File: src/rtl/core/cdd_pkg.sv
package cdd_pkg;

	localparam int DEF_NUM_CANDIDATES = 7;
	localparam int DEF_COUNT_BITS     = 16;

	// ",|;\t^~ " packed, candidate zero in the low byte
	localparam logic [63:0] CAND_RESET  = 64'h0020_7E5E_093B_7C2C;
	localparam logic [6:0]  LINES_RESET = 7'd100;
	localparam logic [6:0]  LINES_SAT   = 7'd127;
	localparam logic [7:0]  LINE_FEED   = 8'd10;

	typedef enum logic [0:0] {
		REG_CANDIDATE_SET = 1'b0,
		REG_MAX_LINES     = 1'b1
	} cfg_reg_t;

	typedef enum logic [2:0] {
		PH_FIRST   = 3'b001,
		PH_COMPARE = 3'b010,
		PH_DONE    = 3'b100
	} phase_t;

	// controls broadcast to every cell
	typedef struct packed {
		logic active;
		logic line_end;
		logic first;
		logic restart;
	} cell_ctl_t;

	// running pick handed from cell to cell
	typedef struct packed {
		logic [3:0] live;
		logic [2:0] idx;
		logic [7:0] sel;
	} chain_t;

	typedef struct packed {
		logic [7:0] delimiter;
		logic [2:0] delimiter_index;
		logic       fell_back;
	} result_t;

endpackage

File: src/rtl/core/cdd_cell.sv
module cdd_cell
	import cdd_pkg::*;
#(
	parameter int          COUNT_BITS = DEF_COUNT_BITS,
	parameter logic [2:0]  IDX        = 3'd0
) (
	input  logic       clk,
	input  logic       arst_n,
	input  cell_ctl_t  ctl,
	input  logic [7:0] data_byte,
	input  logic [7:0] cand,
	input  chain_t     chain_in,
	output chain_t     chain_out
);

	localparam logic [COUNT_BITS-1:0] COUNT_MAX = '1;

	logic [COUNT_BITS-1:0] cur_q, ref_q, cur_inc;
	logic                  alive_q, alive_eval;

	always_comb begin
		cur_inc = cur_q;
		if (data_byte == cand && cur_q != COUNT_MAX) begin
			cur_inc = cur_q + COUNT_BITS'(1);
		end
		if (ctl.first) begin
			alive_eval = (cur_inc != '0);
		end else begin
			alive_eval = alive_q && (cur_inc == ref_q);
		end
	end

	always_comb begin
		chain_out = chain_in;
		if (alive_eval) begin
			chain_out.live = chain_in.live + 4'd1;
			chain_out.idx  = IDX;
			chain_out.sel  = cand;
		end
	end

	always_ff @(posedge clk or negedge arst_n) begin
		if (!arst_n) begin
			cur_q   <= '0;
			ref_q   <= '0;
			alive_q <= 1'b1;
		end else if (ctl.restart) begin
			cur_q   <= '0;
			ref_q   <= '0;
			alive_q <= 1'b1;
		end else if (ctl.active) begin
			if (ctl.line_end) begin
				cur_q   <= '0;
				alive_q <= alive_eval;
				if (ctl.first) begin
					ref_q <= cur_inc;
				end
			end else begin
				cur_q <= cur_inc;
			end
		end
	end

endmodule

File: src/rtl/core/cdd_out_buf.sv
module cdd_out_buf
	import cdd_pkg::*;
(
	input  logic    clk,
	input  logic    arst_n,
	input  logic    push,
	input  result_t res_in,
	input  logic    out_stall,
	output logic    out_valid,
	output result_t res_out,
	output logic    full
);

	logic    head_v_q, skid_v_q, pop;
	result_t head_q, skid_q;

	assign pop       = head_v_q && !out_stall;
	assign out_valid = head_v_q;
	assign res_out   = head_q;
	assign full      = skid_v_q;

	always_ff @(posedge clk or negedge arst_n) begin
		if (!arst_n) begin
			head_v_q <= 1'b0;
			skid_v_q <= 1'b0;
		end else if (!head_v_q) begin
			head_v_q <= push;
		end else if (skid_v_q) begin
			if (pop) begin
				skid_v_q <= 1'b0;
			end
		end else if (!pop && push) begin
			skid_v_q <= 1'b1;
		end else if (pop && !push) begin
			head_v_q <= 1'b0;
		end
	end

	always_ff @(posedge clk) begin
		if (!head_v_q || (pop && !skid_v_q)) begin
			head_q <= res_in;
		end else if (pop) begin
			head_q <= skid_q;
		end
		if (!skid_v_q) begin
			skid_q <= res_in;
		end
	end

endmodule

File: src/rtl/core/csv_delimiter_detector_unit.sv
// A result is registered in the output buffer, its head or its skid stage, from the beat that ends its line.
// Throughput: one input beat per cycle while in_stall is low; the cell row evaluates a whole line end in that cycle.
// Input stalls only while two results wait in the output register and its skid stage.
// Reset (arst_n low, asynchronous): counts cleared, all candidates live, first-line phase,
// candidate_set and max_lines back to defaults, output empty. No clearing pass.
module csv_delimiter_detector_unit
	import cdd_pkg::*;
#(
	parameter int NUM_CANDIDATES = DEF_NUM_CANDIDATES,
	parameter int COUNT_BITS     = DEF_COUNT_BITS
) (
	input  logic                        clk,
	input  logic                        arst_n,
	input  logic                        cfg_we,
	input  logic [0:0]                  cfg_index,
	input  logic [8*NUM_CANDIDATES-1:0] cfg_data,
	input  logic                        in_valid,
	output logic                        in_stall,
	input  logic [7:0]                  data_byte,
	input  logic                        end_of_file,
	output logic                        out_valid,
	input  logic                        out_stall,
	output logic [7:0]                  delimiter,
	output logic [2:0]                  delimiter_index,
	output logic                        fell_back
);

	localparam int SET_W = 8 * NUM_CANDIDATES;

	logic [SET_W-1:0] candidate_set_q;
	logic [6:0]       max_lines_q, lines_q, lines_eval;
	phase_t           phase_q;
	logic             accept, line_end, answer;
	cell_ctl_t        ctl;
	chain_t           chain [0:NUM_CANDIDATES];
	result_t          res_new, res_out;

	always_ff @(posedge clk or negedge arst_n) begin
		if (!arst_n) begin
			candidate_set_q <= CAND_RESET[SET_W-1:0];
			max_lines_q     <= LINES_RESET;
		end else if (cfg_we) begin
			case (cfg_reg_t'(cfg_index))
				REG_CANDIDATE_SET: candidate_set_q <= cfg_data;
				REG_MAX_LINES:     max_lines_q     <= cfg_data[6:0];
				default: ;
			endcase
		end
	end

	assign accept   = in_valid && !in_stall;
	assign line_end = (data_byte == LINE_FEED) || end_of_file;

	always_comb begin
		ctl.active   = accept && (phase_q == PH_FIRST || phase_q == PH_COMPARE);
		ctl.first    = (phase_q == PH_FIRST);
		ctl.line_end = line_end;
		ctl.restart  = accept && end_of_file;
	end

	always_comb begin
		lines_eval = lines_q;
		if (!ctl.first && lines_q != LINES_SAT) begin
			lines_eval = lines_q + 7'd1;
		end
	end

	assign chain[0] = '{live: 4'd0, idx: 3'd0, sel: candidate_set_q[7:0]};

	for (genvar i = 0; i < NUM_CANDIDATES; i++) begin : g_cell
		cdd_cell #(
			.COUNT_BITS(COUNT_BITS),
			.IDX       (3'(i))
		) u_cell (
			.clk      (clk),
			.arst_n   (arst_n),
			.ctl      (ctl),
			.data_byte(data_byte),
			.cand     (candidate_set_q[8*i +: 8]),
			.chain_in (chain[i]),
			.chain_out(chain[i+1])
		);
	end

	assign answer = ctl.active && line_end && (end_of_file
		|| chain[NUM_CANDIDATES].live <= 4'd1 || lines_eval >= max_lines_q);

	always_comb begin
		res_new.delimiter       = chain[NUM_CANDIDATES].sel;
		res_new.delimiter_index = chain[NUM_CANDIDATES].idx;
		res_new.fell_back       = (chain[NUM_CANDIDATES].live == 4'd0);
	end

	always_ff @(posedge clk or negedge arst_n) begin
		if (!arst_n) begin
			phase_q <= PH_FIRST;
			lines_q <= '0;
		end else if (ctl.restart) begin
			phase_q <= PH_FIRST;
			lines_q <= '0;
		end else if (ctl.active && line_end) begin
			lines_q <= lines_eval;
			phase_q <= answer ? PH_DONE : PH_COMPARE;
		end
	end

	cdd_out_buf u_out_buf (
		.clk      (clk),
		.arst_n   (arst_n),
		.push     (answer),
		.res_in   (res_new),
		.out_stall(out_stall),
		.out_valid(out_valid),
		.res_out  (res_out),
		.full     (in_stall)
	);

	assign delimiter       = res_out.delimiter;
	assign delimiter_index = res_out.delimiter_index;
	assign fell_back       = res_out.fell_back;

endmodule

File: config.mk
export PLATFORM = sky130hd
export DESIGN_NAME = csv_delimiter_detector_unit
export DESIGN_NICKNAME = d
export VERILOG_FILES = /design/src/rtl/core/cdd_pkg.sv /design/src/rtl/core/cdd_cell.sv /design/src/rtl/core/cdd_out_buf.sv /design/src/rtl/core/csv_delimiter_detector_unit.sv
export SDC_FILE = /design/constraint.sdc
export NUM_CORES = 1
export LEC_CHECK = 0
export BUFFER_PORTS_ARGS = -buffer_cell sky130_fd_sc_hd__buf_2
export CORE_ASPECT_RATIO = 0.5
export CORE_MARGIN = 3
export CORE_UTILIZATION = 43
export CTS_CLUSTER_DIAMETER = 150
export CTS_CLUSTER_SIZE = 16
export DETAILED_ROUTE_END_ITERATION = 10
export HOLD_SLACK_MARGIN = 0.03
export PLACE_DENSITY = 0.67
export SYNTH_ARGS = -nofsm -noshare
export SYNTH_HDL_FRONTEND = slang
export SYNTH_SLANG_ARGS = --single-unit
File: constraint.sdc
create_clock -name clk -period 17.35 [get_ports clk]
set_input_delay 3.47 -clock clk [delete_from_list [all_inputs] [get_ports clk]]
set_output_delay 3.47 -clock clk [all_outputs]
set_load 0.02 [all_outputs]
==> impl_metrics.csv <==
group,metric,value,unit
grt,grt_pass1_wl,110500,um
placement,port_buffers,84,
status,status,"finished clean",
synth,netlist_instances,2682,
die,core_area,0.05241,mm^2
timing,setup_viol,0,
setup_path,crit_path_max_incr_delay,900,ps
grt,antenna_found_initial,4,
drt,first_pass_iters,6,
drt,routedWlPerCell,20.79,um
clock_tree,clk_latency,580,ps
power,powerDensity,109.9,mW/mm^2
clock_tree,cts_made_buffers,24,
worst_hold_path,worstHoldStart,"g_cell[2].u_cell.ref_q[15]$_DFFE_PN0P_",
power,ir_worst_vdd,0.1286,mV
synth,ys.flop_type,"dfrtp_1",
synth,seq_area_frac_synth,0.3665,
timing,finalCritPeriodShare,0.5931,
timing,min_period,10290,ps
power,pwr-share-comb,0.438,
power,clock_power_share,0.209,
setup_path,timing.rr.end,"u_out_buf.res_out[0]$_DFFE_PP_",
placement,dpl.cell_count,3276,
clock_tree,clk_pin_slew,80,ps
die,die_w,333.0,um
layout,finalNonFillerCells,3320,
synth,synth_fa_ha_area_frac,0.01089,
setup_path,crit_fanout,14,
clock_tree,cts.path.max_buffers,3,
setup_path,reg2reg_depth,25,
clock_tree,cts_hold_buf,0,
synth,synth-edff-count,24,
power,swShare,0.4047,
drt,routed_via_density,6.100,
synth,synth_seq_cells,330,
clock_tree,h-tree-depth,1,
setup_path,r2r_setup_slack,9660,ps
synth,ys_async_sr_fraction,0.9273,
setup_path,r2r-start,"candidate_set_q[12]$_DFFE_PN1P_",
timing,fmaxAchievable,97.18,MHz
timing,setup-tns-final,0,ps
setup_path,crit_top_cell,"ha_1",
grt,grt_overflow_total,0,
placement,place_hpwl,47650,um
grt,grt_pass1_vias,19370,
grt,grt_max_degree,100,
grt,gr-usage-all-layers,0.2408,
synth,synth_xor_area_frac,0.1151,
power,seqPwrFrac,0.352,
setup_path,endpoint_kind,"register",
setup_path,path_class,"primary input to register",
drt,drt_iter0_drc,1913,
setup_path,critPathArrivalTime,10620,ps
layout,antenna_cells,0,
drt,vias,20250,
worst_hold_path,hp-class,"register to register",
synth,ys_types,103,
power,leakage,9.281,nW
clock_tree,cts_resized,0,
layout,drive_gt1_frac,0.1191,
layout,syn2layout_area_growth,5.743,%
clock_tree,cts_sinks,330,
drt,drc,0,
synth,synth-simple-area-share,0.2195,
flow_run,drv_cap,0,
timing,drv_slew,0,
setup_path,cp_slowest_cell,"nor2_1",
die,die_area,0.05644,mm^2
worst_hold_path,whs_endpoint,"g_cell[2].u_cell.ref_q[15]$_DFFE_PN0P_",
die,initial_core_util,0.4386,
synth,synthMuxAreaShare,0.05138,
timing,rsz0062_at_grt,"no",
die,io_pins,85,
die,fp.dieH,169.5,um
setup_path,start_kind,"primary input",
drt,wl,69010,um
placement,finalWeightedCongestion,0.9362,
layout,nNetsFinal,2692,
power,p_int,1.590,mW
synth,synth_compound_area_frac,0.1844,
worst_hold_path,min_path_cells,2,
synth,syn_nets,2773,
synth,netlist_area,0.02299,mm^2
synth,yosysWarnings,0,
timing,hold_slack,483.7,ps
synth,synth_top_family_by_area,"simple AND/OR/NAND/NOR gates",
synth,synth.avg_cell_area,8.571,um^2
clock_tree,post_cts_buffers,0,
timing,finClkSkew,20.12,ps
clock_tree,cts_tree,"yes",
timing,worst_pin_slew,1363,ps
die,placementRows,59,
timing,finalHoldViolations,0,
clock_tree,cts_root_buf,"clkbuf_16",
setup_path,worst_ep_required_time,17680,ps
drt,ant_nets,0,
layout,final_core_util,0.4638,
timing,slew_headroom,0.08824,
power,switching_power,1.081,mW
-- cells by family (layout without fill, tap and decap cells) --
group / after synthesis / count (layout)
AOI/OAI and AO/OA: 666 / 666
xor gates and xnor gates: 288 / 288
adders and majority gates: 20 / 20
buffers and inverters: 284 / 221
DFF: 330 / 330
muxes: 108 / 108
and+or+nand+nor: 986 / 986
-- flip-flops by register name, summed over array words and instances, names as in the netlist --
name                   cells
lines_q                    7
g_cell.u_cell.ref_q      112
u_out_buf.out_valid        1
u_out_buf.full             1
u_out_buf.skid_q          12
u_out_buf.res_out         12
candidate_set_q           56
max_lines_q                7
g_cell.u_cell.alive_q      7
phase_q                    3
g_cell.u_cell.cur_q      112
-- metal layers --
| layer | wire [um] | share of wire | GRT usage |
|---|---|---|---|
| met5 | 13 | 0.00019 | 0 |
| met4 | 1886 | 0.027 | 0.06275 |
| met1 | 31670 | 0.46 | 0.3430 |
| met3 | 4961 | 0.072 | 0.04040 |
| met2 | 30490 | 0.44 | 0.3817 |
-- critical path: cells and delay by family --
kind | cells | cell delay (ps)
muxes | 2 | 440
adders and majority gates | 4 | 1480
buffers and inverters | 2 | 320
AOI/OAI and AO/OA | 5 | 1680
and+or+nand+nor | 10 | 2620
xor gates and xnor gates | 3 | 610
-- worst max path at each step --
stage | depth (start not counted) | end | slack, ps | from
floorplan | 28 | u_out_buf.res_out[0]$_DFFE_PP_ | 8020 | data_byte[3]
global placement | 26 | u_out_buf.res_out[0]$_DFFE_PP_ | 6690 | data_byte[0]
detailed placement | 26 | u_out_buf.res_out[0]$_DFFE_PP_ | 6550 | data_byte[0]
CTS | 26 | u_out_buf.res_out[0]$_DFFE_PP_ | 7180 | data_byte[0]
global route | 26 | u_out_buf.res_out[0]$_DFFE_PP_ | 6660 | data_byte[0]
finish | 26 | u_out_buf.res_out[0]$_DFFE_PP_ | 7060 | data_byte[0]
-- metrics by stage --
step | setup slack [ps] | total power [mW] | area [um^2]
floorplan | 8024 | 1.783 | 22990
global placement | 6692 | 2.102 | 23610
detailed placement | 6554 | 2.111 | 23610
CTS | 7178 | 2.674 | 24310
global route | 6662 | 2.841 | 24310
finish | 7060 | 2.671 | 24310
-- power by group through the flow --
stage	Sequential (mW)	Clock, mW	Combinational [mW]
after detailed placement	0.956	0	1.16
after global routing	0.951	0.601	1.29
after CTS	0.941	0.571	1.16
after global placement	0.954	0	1.15
after floorplan	0.954	0	0.829
final	0.941	0.559	1.17
-- Yosys cell counts, types with 10 or more instances --
cell type  number  area [um^2]
a211oi_1       19        142.6
a21o_1         10        75.07
a21oi_1        81        405.4
a22o_1         18        157.7
a31oi_1        30        187.7
a32o_1         13        130.1
and2_1         18        112.6
and3_1         40        250.2
and4_1         30        262.8
buf_2          52        260.3
clkbuf_1      144        540.5
dfrtp_1       268         6706
dfstp_2        38        998.5
edfxtp_1       24        720.7
ha_1           20        250.2
inv_1          66        247.7
mux2_2         78        878.3
mux2i_1        28        280.3
nand2_1       351         1318
nand2b_1       22        137.6
nand3_1        92        460.4
nand3b_1       13        97.59
nand4_1        70        437.9
nor2_1        144        540.5
nor2b_1        20        125.1
nor3_1         61        305.3
nor4_1         38        237.7
nor4b_1        11        96.34
o2111ai_1      14        122.6
o21ai_0       303         1516
o22ai_1        11        68.82
o31ai_1        50        375.4
or3_1          15        93.84
or4_1          15        112.6
xnor2_1       185         1620
xor2_1         91        797.0
-- cells in the final DEF, fill, tap and decap left out, types with 11 or more instances in the layout --
cell,synthesis,routed
a21oi_1,81,80
inv_1,66,66
mux2i_1,28,28
nor3_1,61,61
a211oi_1,19,19
o2111ai_1,14,14
a32o_1,13,13
and3_1,40,40
o21ai_0,303,301
a22o_1,18,18
ha_1,20,20
nand3_1,92,91
nor4_1,38,38
o22ai_1,11,11
nand2_1,351,350
nand3b_1,13,13
a31oi_1,30,29
nor2b_1,20,19
and2_1,18,18
buf_2,52,83
nor2_1,144,143
clkbuf_1,144,18
buf_4,4,26
clkbuf_16,0,24
xnor2_1,185,185
and4_1,30,30
o31ai_1,50,50
xor2_1,91,91
dfstp_2,38,38
nand2b_1,22,22
dfrtp_1,268,268
or3_1,15,15
edfxtp_1,24,24
nand4_1,70,70
mux2_2,78,78
nor4b_1,11,11
or4_1,15,15
-- cell type report --
type,instances,area [um^2]
Multi-Input combinational cell,2068,13430
Fill cell,5101,28110
Clock buffer,42,668.1
Clock inverter,2,25.02
Timing Repair Buffer,110,625.6
Tap cell,701,877.1
Sequential cell,330,8426
Inverter,67,251.5
(Power assumes the default switching activity.)
